<file path="src/design/terr_pkg.sv">
// Shared types and constants for the timed event record/replay block.
// No dependencies; used by terr_ctrl and timed_event_record_replay.
package terr_pkg;

  localparam int ENTRY_W = 35;
  localparam logic [15:0] MOUSE_MIN_RST = 16'd30;

  typedef enum logic [3:0] {
    ACT_TICK       = 4'd0,
    ACT_START_REC  = 4'd1,
    ACT_STOP_REC   = 4'd2,
    ACT_PLAY       = 4'd3,
    ACT_PLAY_FAST  = 4'd4,
    ACT_STOP_PLAY  = 4'd5,
    ACT_KEY_DOWN   = 4'd6,
    ACT_KEY_UP     = 4'd7,
    ACT_ENCODER    = 4'd8,
    ACT_MOUSE      = 4'd9
  } action_t;

  typedef enum logic [2:0] {
    ET_KEY_DOWN = 3'd0,
    ET_KEY_UP   = 3'd1,
    ET_ENC_CW   = 3'd2,
    ET_ENC_CCW  = 3'd3,
    ET_MOUSE    = 3'd4,
    ET_DELAY    = 3'd5
  } etype_t;

  typedef enum logic [1:0] {
    KIND_KEY_DOWN = 2'd0,
    KIND_KEY_UP   = 2'd1,
    KIND_MOUSE    = 2'd2
  } kind_t;

  typedef enum logic [3:0] {
    ST_IDLE = 4'b0001,
    ST_WR2  = 4'b0010,
    ST_RD   = 4'b0100,
    ST_OUT  = 4'b1000
  } state_t;

  typedef struct packed {
    logic              emit_valid;
    logic [1:0]        emit_kind;
    logic [15:0]       emit_keycode;
    logic [7:0]        emit_modifiers;
    logic signed [7:0] emit_x;
    logic signed [7:0] emit_y;
    logic              rec_active;
    logic              is_playing;
    logic [8:0]        recorded_count;
  } res_t;

endpackage

</file>
<file path="src/design/terr_if.sv">
// Valid/ready channel interfaces for input beats and result beats.
// No dependencies.
interface terr_in_if;
  logic              valid;
  logic              ready;
  logic [3:0]        action;
  logic [3:0]        slot;
  logic [15:0]       keycode;
  logic [7:0]        modifiers;
  logic [7:0]        knob_id;
  logic              clockwise;
  logic signed [7:0] move_x;
  logic signed [7:0] move_y;
  logic [31:0]       now_ms;

  modport source (output valid, action, slot, keycode, modifiers, knob_id, clockwise,
                  move_x, move_y, now_ms, input ready);
  modport sink   (input valid, action, slot, keycode, modifiers, knob_id, clockwise,
                  move_x, move_y, now_ms, output ready);
endinterface

interface terr_out_if;
  logic              valid;
  logic              ready;
  logic              emit_valid;
  logic [1:0]        emit_kind;
  logic [15:0]       emit_keycode;
  logic [7:0]        emit_modifiers;
  logic signed [7:0] emit_x;
  logic signed [7:0] emit_y;
  logic              rec_active;
  logic              is_playing;
  logic [8:0]        recorded_count;

  modport source (output valid, emit_valid, emit_kind, emit_keycode, emit_modifiers, emit_x,
                  emit_y, rec_active, is_playing, recorded_count, input ready);
  modport sink   (input valid, emit_valid, emit_kind, emit_keycode, emit_modifiers, emit_x,
                  emit_y, rec_active, is_playing, recorded_count, output ready);
endinterface

</file>
<file path="src/design/terr_ctrl.sv">
// Sequencer for record/replay: slot table, record and play pointers, output register.
// Depends on terr_pkg and terr_if; drives the event store RAM ports.
module terr_ctrl #(
  parameter int SLOT_COUNT = 4,
  parameter int ENTRIES_PER_SLOT = 256,
  localparam int DEPTH = SLOT_COUNT * ENTRIES_PER_SLOT,
  localparam int AW = (DEPTH > 1) ? $clog2(DEPTH) : 1
) (
  input  logic                         clk,
  input  logic                         rst_n,
  terr_in_if.sink                      in_if,
  terr_out_if.source                   out_if,
  input  logic [15:0]                  mouse_min,
  output logic                         ram_we,
  output logic [AW-1:0]                ram_waddr,
  output logic [terr_pkg::ENTRY_W-1:0] ram_wdata,
  output logic [AW-1:0]                ram_raddr,
  input  logic [terr_pkg::ENTRY_W-1:0] ram_rdata
);
  import terr_pkg::*;

  localparam int CW = $clog2(ENTRIES_PER_SLOT + 1);
  localparam int SW = (SLOT_COUNT > 1) ? $clog2(SLOT_COUNT) : 1;
  localparam logic [CW-1:0] EPS_C = CW'(ENTRIES_PER_SLOT);
  localparam logic [CW-1:0] EPS_LAST = CW'(ENTRIES_PER_SLOT - 1);

  state_t             state_r, state_nxt;
  logic               rec_on_r, rec_on_nxt;
  logic [SW-1:0]      rec_slot_r, rec_slot_nxt;
  logic [AW-1:0]      rec_base_r, rec_base_nxt;
  logic [CW-1:0]      rec_cnt_r, rec_cnt_nxt;
  logic [31:0]        rec_last_r, rec_last_nxt;
  logic               play_on_r, play_on_nxt;
  logic               fast_r, fast_nxt;
  logic [SW-1:0]      play_slot_r, play_slot_nxt;
  logic [AW-1:0]      play_base_r, play_base_nxt;
  logic [CW-1:0]      play_len_r, play_len_nxt;
  logic [CW-1:0]      play_idx_r, play_idx_nxt;
  logic               wait_r, wait_nxt;
  logic [31:0]        wake_r, wake_nxt;
  logic [31:0]        mouse_last_r, mouse_last_nxt;
  logic [31:0]        now_r, now_nxt;
  logic [ENTRY_W-1:0] wr2_r, wr2_nxt;
  logic               out_valid_r, out_valid_nxt;
  res_t               out_r, out_nxt;
  res_t               pend_r, pend_nxt;
  logic [CW-1:0]      tbl_cnt_r [SLOT_COUNT];
  logic               tbl_has_r [SLOT_COUNT];

  logic               tbl_we;
  logic               finish;
  logic               out_free;
  res_t               res;
  logic               slot_ok;
  logic [SW-1:0]      s_idx;
  logic [AW-1:0]      slot_base;
  logic               sel_has;
  logic [CW-1:0]      sel_cnt;
  logic [31:0]        wake_diff;
  logic               hold;
  logic               mouse_drop;
  logic [ENTRY_W-1:0] new_entry;
  logic [31:0]        rd_pay;
  logic [CW+8:0]      cnt_ext;

  assign in_if.ready = (state_r == ST_IDLE);
  assign ram_raddr   = play_base_r + AW'(play_idx_r);
  assign rd_pay      = ram_rdata[31:0];

  assign slot_ok   = {1'b0, in_if.slot} < 5'(SLOT_COUNT);
  assign s_idx     = in_if.slot[SW-1:0];
  assign slot_base = AW'(s_idx) * AW'(ENTRIES_PER_SLOT);
  // the slot being recorded reads as empty until recording stops
  assign sel_has   = tbl_has_r[s_idx] && !(rec_on_r && rec_slot_r == s_idx);
  assign sel_cnt   = tbl_cnt_r[s_idx];
  assign wake_diff = wake_r - in_if.now_ms;
  assign hold      = wait_r && (wake_diff != 32'd0) && !wake_diff[31];
  assign mouse_drop = (action_t'(in_if.action) == ACT_MOUSE) &&
                      ((in_if.now_ms - mouse_last_r) < {16'd0, mouse_min});

  always_comb begin
    case (action_t'(in_if.action))
      ACT_KEY_DOWN: new_entry = {ET_KEY_DOWN, 8'd0, in_if.modifiers, in_if.keycode};
      ACT_KEY_UP:   new_entry = {ET_KEY_UP, 8'd0, in_if.modifiers, in_if.keycode};
      ACT_ENCODER:  new_entry = {(in_if.clockwise ? ET_ENC_CW : ET_ENC_CCW), 24'd0,
                                 in_if.knob_id};
      default:      new_entry = {ET_MOUSE, 16'd0, in_if.move_y, in_if.move_x};
    endcase
  end

  always_comb begin
    state_nxt      = state_r;
    rec_on_nxt     = rec_on_r;
    rec_slot_nxt   = rec_slot_r;
    rec_base_nxt   = rec_base_r;
    rec_cnt_nxt    = rec_cnt_r;
    rec_last_nxt   = rec_last_r;
    play_on_nxt    = play_on_r;
    fast_nxt       = fast_r;
    play_slot_nxt  = play_slot_r;
    play_base_nxt  = play_base_r;
    play_len_nxt   = play_len_r;
    play_idx_nxt   = play_idx_r;
    wait_nxt       = wait_r;
    wake_nxt       = wake_r;
    mouse_last_nxt = mouse_last_r;
    now_nxt        = now_r;
    wr2_nxt        = wr2_r;
    out_valid_nxt  = out_valid_r;
    out_nxt        = out_r;
    pend_nxt       = pend_r;
    tbl_we         = 1'b0;
    finish         = 1'b0;
    ram_we         = 1'b0;
    ram_waddr      = rec_base_r + AW'(rec_cnt_r);
    ram_wdata      = wr2_r;
    res            = '0;

    case (state_r)
      ST_IDLE: begin
        if (in_if.valid) begin
          finish  = 1'b1;
          now_nxt = in_if.now_ms;
          case (action_t'(in_if.action))
            ACT_TICK: begin
              if (play_on_r) begin
                if (play_idx_r >= play_len_r) begin
                  play_on_nxt  = 1'b0;
                  play_idx_nxt = '0;
                  wait_nxt     = 1'b0;
                end else if (!hold) begin
                  finish    = 1'b0;
                  state_nxt = ST_RD;
                end
              end
            end
            ACT_START_REC: begin
              if (slot_ok) begin
                tbl_we       = rec_on_r;
                play_on_nxt  = 1'b0;
                play_idx_nxt = '0;
                wait_nxt     = 1'b0;
                rec_on_nxt   = 1'b1;
                rec_slot_nxt = s_idx;
                rec_base_nxt = slot_base;
                rec_cnt_nxt  = '0;
                rec_last_nxt = in_if.now_ms;
              end
            end
            ACT_STOP_REC: begin
              if (rec_on_r) begin
                tbl_we     = 1'b1;
                rec_on_nxt = 1'b0;
              end
            end
            ACT_PLAY, ACT_PLAY_FAST: begin
              if (slot_ok && sel_has && sel_cnt != '0 &&
                  !(play_on_r && play_slot_r == s_idx)) begin
                tbl_we        = rec_on_r;
                rec_on_nxt    = 1'b0;
                play_on_nxt   = 1'b1;
                fast_nxt      = (action_t'(in_if.action) == ACT_PLAY_FAST);
                play_slot_nxt = s_idx;
                play_base_nxt = slot_base;
                play_len_nxt  = sel_cnt;
                play_idx_nxt  = '0;
                wait_nxt      = 1'b0;
              end
            end
            ACT_STOP_PLAY: begin
              play_on_nxt  = 1'b0;
              play_idx_nxt = '0;
              wait_nxt     = 1'b0;
            end
            ACT_KEY_DOWN, ACT_KEY_UP, ACT_ENCODER, ACT_MOUSE: begin
              if (rec_on_r && rec_cnt_r < EPS_C && !mouse_drop) begin
                if (action_t'(in_if.action) == ACT_MOUSE) begin
                  mouse_last_nxt = in_if.now_ms;
                end
                ram_we      = 1'b1;
                rec_cnt_nxt = rec_cnt_r + 1'b1;
                if (rec_cnt_r != '0) begin
                  ram_wdata = {ET_DELAY, in_if.now_ms - rec_last_r};
                  // event follows only if the delay did not fill the slot
                  if (rec_cnt_r != EPS_LAST) begin
                    finish    = 1'b0;
                    wr2_nxt   = new_entry;
                    state_nxt = ST_WR2;
                  end
                end else begin
                  ram_wdata    = new_entry;
                  rec_last_nxt = in_if.now_ms;
                end
              end
            end
            default: ;
          endcase
        end
      end
      ST_WR2: begin
        ram_we       = 1'b1;
        rec_cnt_nxt  = rec_cnt_r + 1'b1;
        rec_last_nxt = now_r;
        finish       = 1'b1;
      end
      ST_RD: begin
        finish       = 1'b1;
        wait_nxt     = 1'b0;
        play_idx_nxt = play_idx_r + 1'b1;
        case (etype_t'(ram_rdata[34:32]))
          ET_KEY_DOWN: begin
            res.emit_valid     = 1'b1;
            res.emit_kind      = KIND_KEY_DOWN;
            res.emit_keycode   = rd_pay[15:0];
            res.emit_modifiers = rd_pay[23:16];
          end
          ET_KEY_UP: begin
            res.emit_valid   = 1'b1;
            res.emit_kind    = KIND_KEY_UP;
            res.emit_keycode = rd_pay[15:0];
          end
          ET_MOUSE: begin
            res.emit_valid = 1'b1;
            res.emit_kind  = KIND_MOUSE;
            res.emit_x     = $signed(rd_pay[7:0]);
            res.emit_y     = $signed(rd_pay[15:8]);
          end
          ET_DELAY: begin
            if (!fast_r) begin
              wake_nxt = now_r + rd_pay;
              wait_nxt = 1'b1;
            end
          end
          default: ;
        endcase
      end
      ST_OUT: ;
      default: state_nxt = ST_IDLE;
    endcase

    cnt_ext            = {9'd0, rec_cnt_nxt};
    res.rec_active     = rec_on_nxt;
    res.is_playing     = play_on_nxt;
    res.recorded_count = rec_on_nxt ? cnt_ext[8:0] : 9'd0;

    out_free = !out_valid_r || out_if.ready;
    if (out_valid_r && out_if.ready) begin
      out_valid_nxt = 1'b0;
    end
    if (finish) begin
      if (out_free) begin
        out_valid_nxt = 1'b1;
        out_nxt       = res;
        state_nxt     = ST_IDLE;
      end else begin
        pend_nxt  = res;
        state_nxt = ST_OUT;
      end
    end
    if (state_r == ST_OUT && out_free) begin
      out_valid_nxt = 1'b1;
      out_nxt       = pend_r;
      state_nxt     = ST_IDLE;
    end
  end

  always_ff @(posedge clk) begin
    if (!rst_n) begin
      state_r      <= ST_IDLE;
      rec_on_r     <= 1'b0;
      rec_slot_r   <= '0;
      rec_base_r   <= '0;
      rec_cnt_r    <= '0;
      rec_last_r   <= '0;
      play_on_r    <= 1'b0;
      fast_r       <= 1'b0;
      play_slot_r  <= '0;
      play_base_r  <= '0;
      play_len_r   <= '0;
      play_idx_r   <= '0;
      wait_r       <= 1'b0;
      wake_r       <= '0;
      mouse_last_r <= '0;
      out_valid_r  <= 1'b0;
      for (int i = 0; i < SLOT_COUNT; i++) begin
        tbl_cnt_r[i] <= '0;
        tbl_has_r[i] <= 1'b0;
      end
    end else begin
      state_r      <= state_nxt;
      rec_on_r     <= rec_on_nxt;
      rec_slot_r   <= rec_slot_nxt;
      rec_base_r   <= rec_base_nxt;
      rec_cnt_r    <= rec_cnt_nxt;
      rec_last_r   <= rec_last_nxt;
      play_on_r    <= play_on_nxt;
      fast_r       <= fast_nxt;
      play_slot_r  <= play_slot_nxt;
      play_base_r  <= play_base_nxt;
      play_len_r   <= play_len_nxt;
      play_idx_r   <= play_idx_nxt;
      wait_r       <= wait_nxt;
      wake_r       <= wake_nxt;
      mouse_last_r <= mouse_last_nxt;
      out_valid_r  <= out_valid_nxt;
      if (tbl_we) begin
        tbl_cnt_r[rec_slot_r] <= rec_cnt_r;
        tbl_has_r[rec_slot_r] <= (rec_cnt_r != '0);
      end
    end
  end

  always_ff @(posedge clk) begin
    now_r  <= now_nxt;
    wr2_r  <= wr2_nxt;
    out_r  <= out_nxt;
    pend_r <= pend_nxt;
  end

  assign out_if.valid          = out_valid_r;
  assign out_if.emit_valid     = out_r.emit_valid;
  assign out_if.emit_kind      = out_r.emit_kind;
  assign out_if.emit_keycode   = out_r.emit_keycode;
  assign out_if.emit_modifiers = out_r.emit_modifiers;
  assign out_if.emit_x         = out_r.emit_x;
  assign out_if.emit_y         = out_r.emit_y;
  assign out_if.rec_active     = out_r.rec_active;
  assign out_if.is_playing     = out_r.is_playing;
  assign out_if.recorded_count = out_r.recorded_count;

  a_rec_play_excl: assert property (@(posedge clk) disable iff (!rst_n)
    !(rec_on_r && play_on_r))
    else $error("recording and playback active together");

  a_no_write_in_play: assert property (@(posedge clk) disable iff (!rst_n)
    ram_we |-> !play_on_r)
    else $error("event store written during playback");

  a_wr2_recording: assert property (@(posedge clk) disable iff (!rst_n)
    (state_r == ST_WR2) |-> (rec_on_r && rec_cnt_r < EPS_C))
    else $error("second write without room in the recording slot");

  a_idx_bound: assert property (@(posedge clk) disable iff (!rst_n)
    play_on_r |-> (play_idx_r <= play_len_r))
    else $error("play index beyond slot length");

endmodule

</file>
<file path="src/flat_wrapper.sv">
// flat-port wrapper written by rule: the top's interface ports become plain ports
module terr_ctrl_flat import terr_pkg::*;
#(
  parameter int SLOT_COUNT = 4,
  parameter int ENTRIES_PER_SLOT = 256,
  localparam int DEPTH = SLOT_COUNT * ENTRIES_PER_SLOT,
  localparam int AW = (DEPTH > 1) ? $clog2(DEPTH) : 1
)
  (clk, rst_n, mouse_min, ram_we, ram_waddr, ram_wdata, ram_raddr, ram_rdata, in_if_valid, in_if_action, in_if_slot, in_if_keycode, in_if_modifiers, in_if_knob_id, in_if_clockwise, in_if_move_x, in_if_move_y, in_if_now_ms, in_if_ready, out_if_valid, out_if_emit_valid, out_if_emit_kind, out_if_emit_keycode, out_if_emit_modifiers, out_if_emit_x, out_if_emit_y, out_if_rec_active, out_if_is_playing, out_if_recorded_count, out_if_ready);
  terr_in_if in_if_i ();
  terr_out_if out_if_i ();
  input  logic clk;
  input  logic rst_n;
  input  logic [15:0] mouse_min;
  output logic ram_we;
  output logic [AW-1:0] ram_waddr;
  output logic [terr_pkg::ENTRY_W-1:0] ram_wdata;
  output logic [AW-1:0] ram_raddr;
  input  logic [terr_pkg::ENTRY_W-1:0] ram_rdata;
  input wire logic [$bits(in_if_i.valid)-1:0] in_if_valid;
  input wire logic [$bits(in_if_i.action)-1:0] in_if_action;
  input wire logic [$bits(in_if_i.slot)-1:0] in_if_slot;
  input wire logic [$bits(in_if_i.keycode)-1:0] in_if_keycode;
  input wire logic [$bits(in_if_i.modifiers)-1:0] in_if_modifiers;
  input wire logic [$bits(in_if_i.knob_id)-1:0] in_if_knob_id;
  input wire logic [$bits(in_if_i.clockwise)-1:0] in_if_clockwise;
  input wire logic [$bits(in_if_i.move_x)-1:0] in_if_move_x;
  input wire logic [$bits(in_if_i.move_y)-1:0] in_if_move_y;
  input wire logic [$bits(in_if_i.now_ms)-1:0] in_if_now_ms;
  output wire logic [$bits(in_if_i.ready)-1:0] in_if_ready;
  output wire logic [$bits(out_if_i.valid)-1:0] out_if_valid;
  output wire logic [$bits(out_if_i.emit_valid)-1:0] out_if_emit_valid;
  output wire logic [$bits(out_if_i.emit_kind)-1:0] out_if_emit_kind;
  output wire logic [$bits(out_if_i.emit_keycode)-1:0] out_if_emit_keycode;
  output wire logic [$bits(out_if_i.emit_modifiers)-1:0] out_if_emit_modifiers;
  output wire logic [$bits(out_if_i.emit_x)-1:0] out_if_emit_x;
  output wire logic [$bits(out_if_i.emit_y)-1:0] out_if_emit_y;
  output wire logic [$bits(out_if_i.rec_active)-1:0] out_if_rec_active;
  output wire logic [$bits(out_if_i.is_playing)-1:0] out_if_is_playing;
  output wire logic [$bits(out_if_i.recorded_count)-1:0] out_if_recorded_count;
  input wire logic [$bits(out_if_i.ready)-1:0] out_if_ready;
  assign in_if_i.valid = in_if_valid;
  assign in_if_i.action = in_if_action;
  assign in_if_i.slot = in_if_slot;
  assign in_if_i.keycode = in_if_keycode;
  assign in_if_i.modifiers = in_if_modifiers;
  assign in_if_i.knob_id = in_if_knob_id;
  assign in_if_i.clockwise = in_if_clockwise;
  assign in_if_i.move_x = in_if_move_x;
  assign in_if_i.move_y = in_if_move_y;
  assign in_if_i.now_ms = in_if_now_ms;
  assign in_if_ready = in_if_i.ready;
  assign out_if_valid = out_if_i.valid;
  assign out_if_emit_valid = out_if_i.emit_valid;
  assign out_if_emit_kind = out_if_i.emit_kind;
  assign out_if_emit_keycode = out_if_i.emit_keycode;
  assign out_if_emit_modifiers = out_if_i.emit_modifiers;
  assign out_if_emit_x = out_if_i.emit_x;
  assign out_if_emit_y = out_if_i.emit_y;
  assign out_if_rec_active = out_if_i.rec_active;
  assign out_if_is_playing = out_if_i.is_playing;
  assign out_if_recorded_count = out_if_i.recorded_count;
  assign out_if_i.ready = out_if_ready;
  terr_ctrl #(.SLOT_COUNT(SLOT_COUNT), .ENTRIES_PER_SLOT(ENTRIES_PER_SLOT)) u_core (.clk(clk), .rst_n(rst_n), .in_if(in_if_i), .out_if(out_if_i), .mouse_min(mouse_min), .ram_we(ram_we), .ram_waddr(ram_waddr), .ram_wdata(ram_wdata), .ram_raddr(ram_raddr), .ram_rdata(ram_rdata));
endmodule
</file>
<file path="config.mk">
export PLATFORM = sky130hd
export DESIGN_NAME = terr_ctrl_flat
export DESIGN_NICKNAME = d
export VERILOG_FILES = /design/src/design/terr_pkg.sv /design/src/design/terr_if.sv /design/src/design/terr_ctrl.sv /design/src/flat_wrapper.sv
export SDC_FILE = /design/constraint.sdc
export NUM_CORES = 1
export LEC_CHECK = 0
export BUFFER_PORTS_ARGS = -buffer_cell sky130_fd_sc_hd__buf_2
export CAP_MARGIN = 10
export CORE_MARGIN = 1
export CORE_UTILIZATION = 60
export CTS_CLUSTER_DIAMETER = 40
export CTS_CLUSTER_SIZE = 10
export DETAILED_ROUTE_END_ITERATION = 16
export GPL_ROUTABILITY_DRIVEN = 0
export MAX_ROUTING_LAYER = met4
export PLACE_DENSITY = 0.94
export SLEW_MARGIN = 20
export SYNTH_ARGS = -nofsm -noshare
export SYNTH_HDL_FRONTEND = slang
export SYNTH_SLANG_ARGS = --single-unit
export TNS_END_PERCENT = 5
</file>
<file path="constraint.sdc">
create_clock -name clk -period 17.2 [get_ports clk]
set_input_delay 1.72 -clock clk [delete_from_list [all_inputs] [get_ports clk]]
set_output_delay 1.72 -clock clk [all_outputs]
set_load 0.05 [all_outputs]
</file>
# After elaboration in Yosys (flattened, before gate mapping)
# Memory sizes are Yosys's and may differ from the RTL's.
# Cells that the tools add are included.
# W data, S select, Z words.
# classes
n_addsub	8
magnitude_cmp	4
eq_ne	37
n_mux	99
n_bitwise	3
reduce_logical	47
# ops
op	n
$mux W35	5
$mux W54	3
$mux W32	4
$pmux W32 S2	2
$pmux W35 S3	1
$sub A32 B32 Y32	3
$mux W9	10
$pmux W9 S2	3
$mux W1	44
$mux W43	1
$mux W4	9
$pmux W9 S4	1
$add A32 B32 Y32	1
$lt A32 B16 Y1	1
$mux W16	2
$reduce_bool A32 Y1	1
$add A10 B9 Y10	2
$eq A4 B3 Y1 const B	5
$add A9 B1 Y9 const B	2
$ne A3 B2 Y1 const B	6
$reduce_bool A9 Y1	2
$ne A4 B2 Y1 const B	4
$pmux W4 S2	2
$logic_and A1 B1 Y1	13
other kinds (41)	71
# word_totals
ff_bits	311
ram_bits	40
out_inout_bits	112
word_cells	234
memories	2
# mem_list
name	words	word_bits	read_ports	rd_ports_with_merged_regs	write_ports	line	rtl
u_core.tbl_cnt_r	4	9	1	0	4	terr_ctrl.sv:47	logic [CW-1:0] tbl_cnt_r [SLOT_COUNT];
u_core.tbl_has_r	4	1	1	0	4	terr_ctrl.sv:48	logic tbl_has_r [SLOT_COUNT];

# Depth between registers and ports, before layout
# logic_depth
ltp_word	16
depth_mapped	25
depth_no_buf	23

# Least setup slack after synthesis
# OpenSTA, ideal clock, no wires.
# synth_timing
path_kind	input to register
from	input port in_if_now_ms[1]
to	register u_core.out_r, in the netlist u_core.out_if.emit_keycode[0], enable pin
setup_ns	0.484
arrival_time_ns	8.243
t_required_ns	16.716
setup_slack_ns	8.474
stages	21
path_buffers	0
path_cell_list	ha_1 > nor2b_1 > o31a_1 > o311a_1 > nor3_1 > o21ai_0 > nand3_1 > and2_1 > xnor2_1 > ha_1 > a21oi_1 > nor2b_1 > o21ai_0 > nand4_1 > a2111o_1 > or4_1 > a2111oi_2 > nand4_2 > a21oi_1 > a211oi_2 > a21oi_1
# synth_via
elab_chain_cells	12
word_cells_on_any_way	19
cone_classes	2 x add/sub; 1 x order compare; 7 x mux; 9 x reduce/logical
# synth_rtl
item	line	rtl
start, declared	flat_wrapper.sv:29	input wire logic [$bits(in_if_i.now_ms)-1:0] in_if_now_ms;
branches (longest 7 deep; another with $sub A32 B32 Y32)	n/a	
$pmux W1 S2 (*)	terr_ctrl.sv:124	case (action_t'(in_if.action))
$mux W1 (*)	terr_ctrl.sv:121	if (in_if.valid) begin
$pmux W1 S2 (*)	terr_ctrl.sv:119	case (state_r)
$reduce_bool A2 Y1 (no line) (*)	n/a	
$reduce_and A2 Y1 (no line) (*)	n/a	
end signal, assigned	terr_ctrl.sv:316	out_r <= out_nxt;
end, declared	terr_ctrl.sv:45	res_t out_r, out_nxt;
# Mark *: on every way between the ends.
# A chain may end at the register's enable or synchronous reset.

# Worst setup path after layout
# layout_timing
from	input port in_if_now_ms[1]
to	output port ram_wdata[24] (netlist name)
# layout_via
elab_chain_cells	9
word_cells_on_any_way	11
cone_classes	2 x add/sub; 1 x order compare; 5 x mux; 3 x reduce/logical
# layout_rtl
item	line	rtl
$sub A32 B32 Y32	terr_ctrl.sv:79	((in_if.now_ms - mouse_last_r) < {16'd0, mouse_min});
$lt A32 B16 Y1	terr_ctrl.sv:79	
$logic_and A1 B1 Y1	terr_ctrl.sv:78	assign mouse_drop = (action_t'(in_if.action) == ACT_MOUSE) &&
$logic_not A1 Y1	terr_ctrl.sv:176	if (rec_on_r && rec_cnt_r < EPS_C && !mouse_drop) begin
$logic_and A1 B1 Y1	terr_ctrl.sv:176	
$mux W35 (*)	terr_ctrl.sv:176	
$mux W35 (*)	terr_ctrl.sv:124	
$mux W35 (*)	terr_ctrl.sv:121	
$mux W35 (*)	terr_ctrl.sv:119	
end, declared	flat_wrapper.sv:17	output logic [terr_pkg::ENTRY_W-1:0] ram_wdata;
# Mark *: on every way between the ends. The rest lies on a longest branch, timed or not.

==> results.sh <==
export IMPL_reg2reg_slack_ns=10.65
export IMPL_synthToLayoutAreaGrowth_pct=14.7
export IMPL_r2r_end="u_core.rec_last_r[2]"
export IMPL_synth_area_leaders="edfxtp_1, dfxtp_1, ha_1, a21oi_1, nor2_1"
export IMPL_critPathKind="in2out"
export IMPL_status="finished clean"
export IMPL_finalPower_mw=2.51
export IMPL_crit_family="simple AND/OR/NAND/NOR gates"
export IMPL_firstDrtPassIters=8
export IMPL_grt_max_degree=88
export IMPL_setup_tns_ns=0
export IMPL_max_freq_mhz=110
export IMPL_port_buffers=255
export IMPL_drive_above_1_share_pct=15.7
export IMPL_cts_resized=0
export IMPL_final_hold_viol_count=0
export IMPL_die_area_um2=37700
export IMPL_cts_root_buffer="clkbuf_16"
export IMPL_crit_path_start_kind="input port"
export IMPL_slew_headroom_pct=13.9
export IMPL_ys_seq_area_share_pct=40.2
export IMPL_max_slew_worst_pin_slew_ns=1.27
export IMPL_clk_path_buf_depth=3
export IMPL_syn_inst=2375
export IMPL_cp_required_ns=15.48
export IMPL_fp_coreArea_um2=36400
export IMPL_numCtsBuffers=50
export IMPL_arrival_ns=7.37
export IMPL_clock_sinks=343
export IMPL_yosysWarnings=0
export IMPL_die_width_um=194
export IMPL_min_to="u_core.wake_r[21]"
export IMPL_antenna_found_initial=2
export IMPL_max_stage_delay_ns=0.55
export IMPL_min_from="u_core.wake_r[21]"
export IMPL_post_route_drc_count=0
export IMPL_rr_startpoint="u_core.mouse_last_r[1]"
export IMPL_r2r_cells=22
export IMPL_ys_flop_type="edfxtp_1"
export IMPL_drt_iter0_drc=2594
export IMPL_syn_nets=2677
export IMPL_cts_hold_buffers=0
export IMPL_post_cts_buffers=0
export IMPL_crit_slowest_cell="and4_1"
export IMPL_die_y_um=194
export IMPL_hold_class="reg2reg"
export IMPL_finalSetupViolations=0
export IMPL_htreeDepth=2
export IMPL_whs_path_depth=2
export IMPL_drv_slew=0
export IMPL_min_period_ns=9.09
export IMPL_yosysUniqueCellTypes=90
export IMPL_dp_hpwl_um=49400
export IMPL_synth_top_area_cell="edfxtp_1"
export IMPL_syn_area_per_cell_um2=9.33
export IMPL_synth_seq_cells=343
export IMPL_ir_worst_vdd_v=0.000101
export IMPL_grt_pass1_wl_um=107000
export IMPL_tritoncts="done"
export IMPL_routed_wl_um=69300
export IMPL_start_util_pct=60.8
export IMPL_clkTransAtPathRegs_ns=0.05
export IMPL_crit_path_end_kind="output pin"
export IMPL_async_reset_ff_share_pct=0
export IMPL_fin_skew_ns=0.0330
export IMPL_p_leak_nw=10.8
export IMPL_path_cells="buf_2, ha_1, nor2b_1, o31a_1, o311a_1, nor3_1, o21ai_0, nand3_1, and2_1, xnor2_1, ha_1, a21oi_1, nor2b_1, o21ai_0, nand4_1, a2111o_1, or4_1, a2111oi_2, and4_1, nor3_2, buf_4, nand2_1, nor3_1, buf_2"
export IMPL_rsz0062_at_grt="no"
export IMPL_dr_total_vias=20737
export IMPL_avgViaCountPerCell=6.69
export IMPL_grtUsageTotal_pct=37.0
export IMPL_fin_crit_sh_pct=52.9
export IMPL_fin_nets=2888
export IMPL_ant_nets=0
export IMPL_ios=256
export IMPL_worstPathBufferInverterCount=3
export IMPL_grt_overflow=0
export IMPL_critPathMaxFanout=47
export IMPL_syn_cell_area_um2=22100
export IMPL_worstSkewPairLatency_ns=0.61
export IMPL_synth_top_area_share_pct=27.7
export IMPL_synth_edf_count=204
export IMPL_maxCapViolCount=0
export IMPL_powerDensity_nw_per_um2=98.8
export IMPL_grt_pass1_vias=20077
export IMPL_routedWlPerCell_um=22.4
export IMPL_rows=70
-- how the worst max path moves through the flow --
stage,to,slack (ns),startpoint,cells after the start
after global routing,ram_wdata[26],7.78,in_if_now_ms[1],23
after CTS,ram_wdata[24],8.31,in_if_now_ms[1],24
after detailed placement,ram_wdata[24],8.36,in_if_now_ms[1],24
after floorplan,u_core.out_if.emit_keycode[0],8.47,in_if_now_ms[1],21
final,ram_wdata[24],8.11,in_if_now_ms[1],24
after global placement,ram_wdata[24],8.57,in_if_now_ms[1],24
-- registers in the layout, summed over array words and instances (netlist names), 8 cells and up --
signal / cells
u_core.out_if.emit_modifiers: 8
u_core.wake_r: 32
u_core.mouse_last_r: 32
u_core.pend_r: 54
u_core.now_r: 32
u_core.play_idx_r: 9
u_core.out_if.recorded_count: 9
u_core.tbl_cnt_r: 36
u_core.rec_cnt_r: 9
u_core.out_if.emit_keycode: 16
u_core.play_len_r: 9
u_core.wr2_r: 27
u_core.rec_last_r: 32
u_core.out_if.emit_x: 8
u_core.out_if.emit_y: 8
-- tightest hold or removal path, cell delays in order, from the launching register on --
cell	delay, ns
dfxtp_1	0.31
nand2_1	0.05
a21oi_1	0.05
-- kinds of logic after synthesis --
| family | after synthesis | synth area share, % |
|---|---|---|
| AOI/OAI and AO/OA | 674 | 21.2 |
| xor gates and xnor gates | 80 | 3.16 |
| adders and majority gates | 158 | 9.06 |
| buffers and inverters | 280 | 5.21 |
| DFF | 343 | 40.2 |
| muxes | 78 | 4.15 |
| and+or+nand+nor | 762 | 17.0 |
-- cell usage after synthesis, drive strengths merged, types with 6 or more instances --
| cell type | number |
|---|---|
| edfxtp | 204 |
| nor2 | 204 |
| nand2 | 175 |
| a21oi | 169 |
| inv | 163 |
| ha | 154 |
| dfxtp | 139 |
| o21ai | 109 |
| a21o | 94 |
| and2 | 81 |
| clkbuf | 81 |
| mux2i | 58 |
| nor3 | 58 |
| nand3 | 48 |
| xnor2 | 47 |
| buf | 35 |
| o21a | 34 |
| and3 | 33 |
| o221a | 33 |
| o22a | 33 |
| xor2 | 33 |
| nand2b | 32 |
| a211oi | 30 |
| nor2b | 30 |
| nand4 | 25 |
| o211ai | 22 |
| a31oi | 21 |
| nor4 | 16 |
| or3 | 14 |
| o31ai | 13 |
| a22oi | 10 |
| mux2 | 10 |
| mux4 | 10 |
| a21boi | 9 |
| a22o | 9 |
| o31a | 9 |
| a211o | 8 |
| nand3b | 8 |
| nor3b | 7 |
| o21bai | 7 |
| or4 | 7 |
| o22ai | 6 |
| o311ai | 6 |
| or2 | 6 |
-- area by class of cell --
class	instances	area [um^2]
inverter	164	616
fill	2542	11000
sequential	343	8910
clock inverter	20	270
tap	468	586
clock buffer	74	1420
timing repair buffer	275	1430
multi-input combinational	1752	12200
antenna	2	5.00
-- layout by cell type, fill, tap and decap left out, types with 33 or more instances in the layout --
cell,instances
buf_2,255
edfxtp_1,204
nor2_1,199
nand2_1,175
a21oi_1,166
inv_1,162
ha_1,154
dfxtp_1,139
o21ai_0,100
a21o_1,94
and2_1,81
mux2i_1,58
nor3_1,56
clkbuf_16,51
nand3_1,48
xnor2_1,47
o21a_1,34
and3_1,33
xor2_1,33
o22a_1,33
-- where the power goes --
part           internal [mW]  switching [mW]
combinational          0.172           0.360
sequential             0.923          0.0255
clock                  0.627           0.402
total                   1.72           0.788
-- through the flow --
step	cell area [um^2]	worst slack, ns	util [%]	hold slack (ns)	std cells
finish	25400	8.11	69.7	0.462	3098
CTS	25400	8.31	69.6	0.457	3096
global route	25400	7.78	69.7	0.481	3097
floorplan	22100	8.47	-	0.433	2375
global placement	23700	8.57	65.0	0.445	3002
detailed placement	23700	8.36	65.0	0.451	3002
-- layer usage --
layer	part of all wire, %	global-route usage, %
met5	0	-
met4	7.0	24.0
met3	12	9.25
met2	45	56.8
met1	36	43.2
No activity file was read; power rests on OpenSTA's default activity.
